[config.mk]
export PLATFORM = sky130hd
export DESIGN_NAME = fcw_sector_unit
export DESIGN_NICKNAME = d
export VERILOG_FILES = /design/src/rtl/core/fcw_pkg.sv /design/src/rtl/core/fcw_sector_unit.sv
export SDC_FILE = /design/constraint.sdc
export NUM_CORES = 1
export LEC_CHECK = 0
export ABC_AREA = 1
export BUFFER_PORTS_ARGS = -buffer_cell sky130_fd_sc_hd__clkbuf_2
export CORE_UTILIZATION = 50
export DETAILED_ROUTE_END_ITERATION = 10
export PLACE_DENSITY = 0.81
export SLEW_MARGIN = 20
export SYNTH_ARGS = -nofsm -noshare
export SYNTH_HDL_FRONTEND = slang
export SYNTH_SLANG_ARGS = --single-unit
[constraint.sdc]
create_clock -name clk -period 1.88 [get_ports clk]
set_input_delay 0.282 -clock clk [delete_from_list [all_inputs] [get_ports clk]]
set_output_delay 0.282 -clock clk [all_outputs]
set_load 0.05 [all_outputs]
[src/rtl/core/fcw_pkg.sv]
// Shared codes, constants and types for the FAT12 cluster chain walker.
package fcw_pkg;

  localparam int CLUS_W   = 12;
  localparam int SEC_W    = 32;
  localparam int SPC_W    = 8;
  localparam int FADDR_W  = 13;
  localparam int MUL_STEPS = SPC_W;

  typedef logic [1:0] func_t;
  localparam func_t FN_WRITE   = 2'd0;
  localparam func_t FN_START   = 2'd1;
  localparam func_t FN_ADVANCE = 2'd2;

  typedef logic [1:0] status_t;
  localparam status_t ST_OK  = 2'd0;
  localparam status_t ST_END = 2'd1;
  localparam status_t ST_BAD = 2'd2;

  typedef logic [0:0] cfg_idx_t;
  localparam cfg_idx_t REG_DATA_START = 1'd0;
  localparam cfg_idx_t REG_SPC        = 1'd1;

  localparam logic [CLUS_W-1:0] END_MARK    = 12'hFF8;
  localparam logic [CLUS_W-1:0] FIRST_CLUS  = 12'd2;

  // request to the sector unit: base + (clus - 2) * spc
  typedef struct packed {
    logic              start;
    logic [CLUS_W-1:0] clus;
    logic [SEC_W-1:0]  base;
    logic [SPC_W-1:0]  spc;
  } sec_req_t;

  typedef struct packed {
    logic             done;
    logic [SEC_W-1:0] sector;
  } sec_rsp_t;

endpackage

[src/rtl/core/fcw_sector_unit.sv]
// Shift-add sector address unit: base + (clus - 2) * spc, one multiplier bit per cycle.
module fcw_sector_unit (
  input  logic              clk,
  input  logic              rst,
  input  fcw_pkg::sec_req_t req,
  output fcw_pkg::sec_rsp_t rsp
);
  import fcw_pkg::*;

  localparam int CNT_W = $clog2(MUL_STEPS);

  logic             busy;
  logic             done;
  logic [CNT_W-1:0] cnt;
  logic [SEC_W-1:0] acc;
  logic [SEC_W-1:0] mcand;
  logic [SPC_W-1:0] mplier;

  always_ff @(posedge clk) begin
    if (rst) begin
      busy <= 1'b0;
      done <= 1'b0;
      cnt  <= '0;
    end else begin
      done <= 1'b0;
      if (req.start) begin
        busy <= 1'b1;
        cnt  <= '0;
      end else if (busy) begin
        cnt <= cnt + CNT_W'(1);
        if (cnt == CNT_W'(MUL_STEPS - 1)) begin
          busy <= 1'b0;
          done <= 1'b1;
        end
      end
    end
  end

  always_ff @(posedge clk) begin
    if (req.start) begin
      acc    <= req.base;
      mcand  <= SEC_W'(req.clus - FIRST_CLUS);
      mplier <= req.spc;
    end else if (busy) begin
      if (mplier[0]) begin
        acc <= acc + mcand;
      end
      mcand  <= mcand << 1;
      mplier <= mplier >> 1;
    end
  end

  assign rsp.done   = done;
  assign rsp.sector = acc;

endmodule

# == Word level (Yosys, flattened, before mapping) ==
# Cells that the tools add are included.
# word_totals
in_bits,55
word_cells,27
register_bits,77
# op_classes
muxes,11
add_sub_neg,3
n_reduce_logical,5
n_bitwise,1
n_eq_ne,1
# op_table
operator,n
$mux W32,5
$add A32 B32 Y32,1
$mux W8,2
$sub A12 B2 Y13 const B,1
$mux W1,4
$reduce_bool A2 Y1,2
$add A3 B1 Y3 const B,1
$eq A3 B3 Y1 const B,1
$reduce_or A3 Y1,1
$reduce_and A2 Y1,1
$reduce_or A2 Y1,1
$not A1 Y1,1

# == Depth between registers and ports, before layout ==
# depth
depth_word,4
depth_mapped,12

# == Worst setup path after synthesis ==
# No wires, ideal clock.
# synth_path
path_type,register to register
start,register acc[0]
end,register acc[8] (data pin)
stages_incl_launch_ff,10
arrival_ns,2.108
n_path_buf,0
setup_ns,0.253
slack_ns,-0.481
path_cell_list,edfxtp_1 ha_1 fa_1 nand3_1 nand3_1 nand2_1 nand3_1 or2_2 nand3_1 nand2_1
# synth_via
elab_chain_len,4
# synth_lines
item,line,rtl
from (decl),fcw_sector_unit.sv:15,logic [SEC_W-1:0] acc;
from (signal assigned),fcw_sector_unit.sv:41,acc <= req.base;
from (signal assigned),fcw_sector_unit.sv:46,acc <= acc + mcand;
$add A32 B32 Y32,fcw_sector_unit.sv:46,
$mux W32,fcw_sector_unit.sv:45,if (mplier[0]) begin
$mux W32,fcw_sector_unit.sv:44,end else if (busy) begin
$mux W32,fcw_sector_unit.sv:40,if (req.start) begin
# No other way between the ends. The select of a mux whose other input is x is not followed.
# A chain may end at the register's enable or synchronous reset.

# == Final worst setup path ==
# layout_path
start,register acc[0]
end,register acc[12] (data pin)
# The elaborated chain is that of the path after synthesis.

==> flow_summary.toml <==
[global_route]
grt_use_total = 0.277
grt_overflow = 0
grt_max_degree = 45
grt_pass1_vias = 5348
grt_pass1_wl_um = 25200
antenna_found_initial = 0

[sta]
finalCriticalPeriod_ps = 2100
drv_slew = 0
skew_ps = 7.92
fmax_mhz = 476
finalCritPeriodShare = 1.12
setup_slack_ps = -219
slew_headroom = 0.693
rsz0062_at_grt = "yes"
tightest_slew_ps = 460
setup_viol = 24
hold_viol = 0
hold-worst-slack_ps = 115

[finish]
final_cell_mix = "nand2_1, inv_1, clkbuf_2"
syn2layout_area_growth_pct = 41.3
fin_area_um2 = 8090
final_common_cell = "nand2_1"
n_antenna_cell = 0
post-route-util = 0.737
final_layout_size_suffix_gt1_frac = 0.356
final_nets = 1062

[pwr]
power_density_nw_per_um2 = 1010
seqPwrFrac = 0.290
power.internal_w = 0.00482
combPwrFrac = 0.512
netSwitchingPower_w = 0.00334
p_clk_frac = 0.198
p_leak_nw = 4.14
sw_frac_of_total = 0.410
max-vdd-ir-drop_v = 0.00105

[yosys]
synth-async-reset-ratio = 0
synth_flop_cell = "edfxtp_1"
synthCells = 812
syn_avg_cell_area_um2 = 7.06
ys_warn_count = 0
synth-seq-cells = 77
syn-num-nets = 902
synth.top_cell.area_share = 0.377
ys_types = 40
yosys-top-cells-area = "edfxtp_1, nand2_1, inv_1, ha_1, nand3_1"
synth-edff-count = 72
ys_seq_area_frac = 0.395
synth_top_area_cell = "edfxtp_1"
netlist_area_um2 = 5730

[setup_path]
rr_worst_depth = 8
r2r_slack_ps = -220
slowest_delay_ps = 440
crit_chain = "ha_2 -> fa_2 -> nand3_2 -> nand3_4 -> nand3_2 -> nand3_4 -> xnor2_2 -> o21ai_1"
arrival_ps = 2180
cp-end-kind = "flop"
slowest_stage = "fa_2"
worstPathMaxFanout = 4
worstSetupPathType = "reg2reg"
r2r-start = "acc[0]$_DFFE_PP_"
startpoint_type = "flop"
worstSetupStartpoint = "acc[0]$_DFFE_PP_"
critPathRequiredTime_ps = 1960

[floorplan]
rows = 38
start_util = 0.522
die_x_um = 109
io-pin-count = 88
core_area_um2 = 11000
dieHeight_um = 109
die_area_um2 = 11900

[worst_hold_path]
hold_path_depth = 2
hp-class = "in2reg"
min-delay-start = "rst"

[routing]
totalWireLength_um = 17100
route.detailed.drc = 0
wire_per_inst_um = 15.3
ant_nets = 0
via_count = 5878
drt_iter0_drc = 415
vias_per_cell = 5.26
firstDrtPassIters = 5

[clock_tree]
clkSlewWorstSetupHoldPaths_ps = 60
clockBufferDepth = 2
htree_levels = 3
cts-buffers-inserted = 9
ctsHoldBuffers = 0
root_buffer = "clkbuf_16"
cts_tree = "yes"
insertion_delay_ps = 350
cts.sinks = 77

[place]
post-place-ws_ps = -224
placed_cell_area_um2 = 7110
gp_congestion = 0.932
port_buffers = 87
dp_hpwl_um = 11600

[run]
cap_violations = 0

[status]
failed_checks = "negative setup slack"
status = "finished with violations"
## kinds of logic after synthesis
kind of cell,count (synthesis),synth area share
buffers and inverters,139,0.0928
DFF,77,0.395
and+or+nand+nor,488,0.356
AOI/OAI and AO/OA,58,0.0561
xor gates and xnor gates,15,0.0229
adders and majority gates,35,0.0777
## critical path, delay by kind of cell (launching register included)
family	cells	cell delay, ps
xor+xnor	1	230
compound gates	1	80
fa+ha+maj	2	680
flops	1	410
simple gates	4	440
## final cells by class
type / count / area (um2)
sequential: 77 / 2260
timing repair buffer: 166 / 1100
clock buffer: 14 / 254
inverter: 122 / 465
tap: 140 / 175
fill: 762 / 2890
clock inverter: 2 / 10.0
multi-input combinational: 596 / 3820
## sequential cells by signal, summed over array words and instances (netlist names)
signal  count
acc        32
mcand      32
mplier      8
done        1
busy        1
cnt         3
## timing repair
action,4_1_cts,5_1_grt
buffers inserted,14,19
endpoints found under the setup margin,20,27
resized for setup,25,83
pin swaps,18,44
## through the flow
step / cells / TNS, ps / power (W)
final: 1117 / -2930 / 0.00816
after global routing: 1117 / -4670 / 0.00857
after CTS: 1098 / -421 / 0.00753
after detailed placement: 1068 / -1170 / 0.00574
after global placement: 1068 / -590 / 0.00569
after floorplan: 812 / -3000 / 0.00475
## synth_stat cells, drive strengths merged (3+ instances only)
library cell	n
nor3	4
clkbuf	11
nor2	57
edfxtp	72
buf	6
xor2	3
ha	34
inv	122
nand3b	3
dfxtp	5
a21oi	27
nand4	4
xnor2	12
o21bai	3
a31oi	4
o21ai	21
nand2	360
or2	4
nand3	52
## path summary, 6_finish.rpt
| check | endpoint |
|---|---|
| worst max-delay path | acc[12]$_DFFE_PP_ |
| worst min-delay path | busy$_SDFF_PP0_ |
| worst max register to register | acc[12]$_DFFE_PP_ |
| worst min register to register | cnt[1]$_SDFFE_PP0P_ |
## power by group through the flow
stage / sequential [W] / clock (W) / combinational, W
2_1_floorplan: 0.00279 / 0 / 0.00196
3_3_place_gp: 0.00238 / 0 / 0.00331
3_5_place_dp: 0.00239 / 0 / 0.00335
4_1_cts: 0.00236 / 0.00161 / 0.00356
5_1_grt: 0.00239 / 0.00169 / 0.00449
6_report: 0.00237 / 0.00161 / 0.00418
## routing by layer
metal	share of wire	up-vias	GRT usage
met5	0	-	0
met4	0.032	0	0.107
met3	0.069	42	0.0496
met2	0.48	230	0.442
met1	0.42	2717	0.374
li1	-	2889	-
Note: power is estimated with default switching activity, not from simulation.
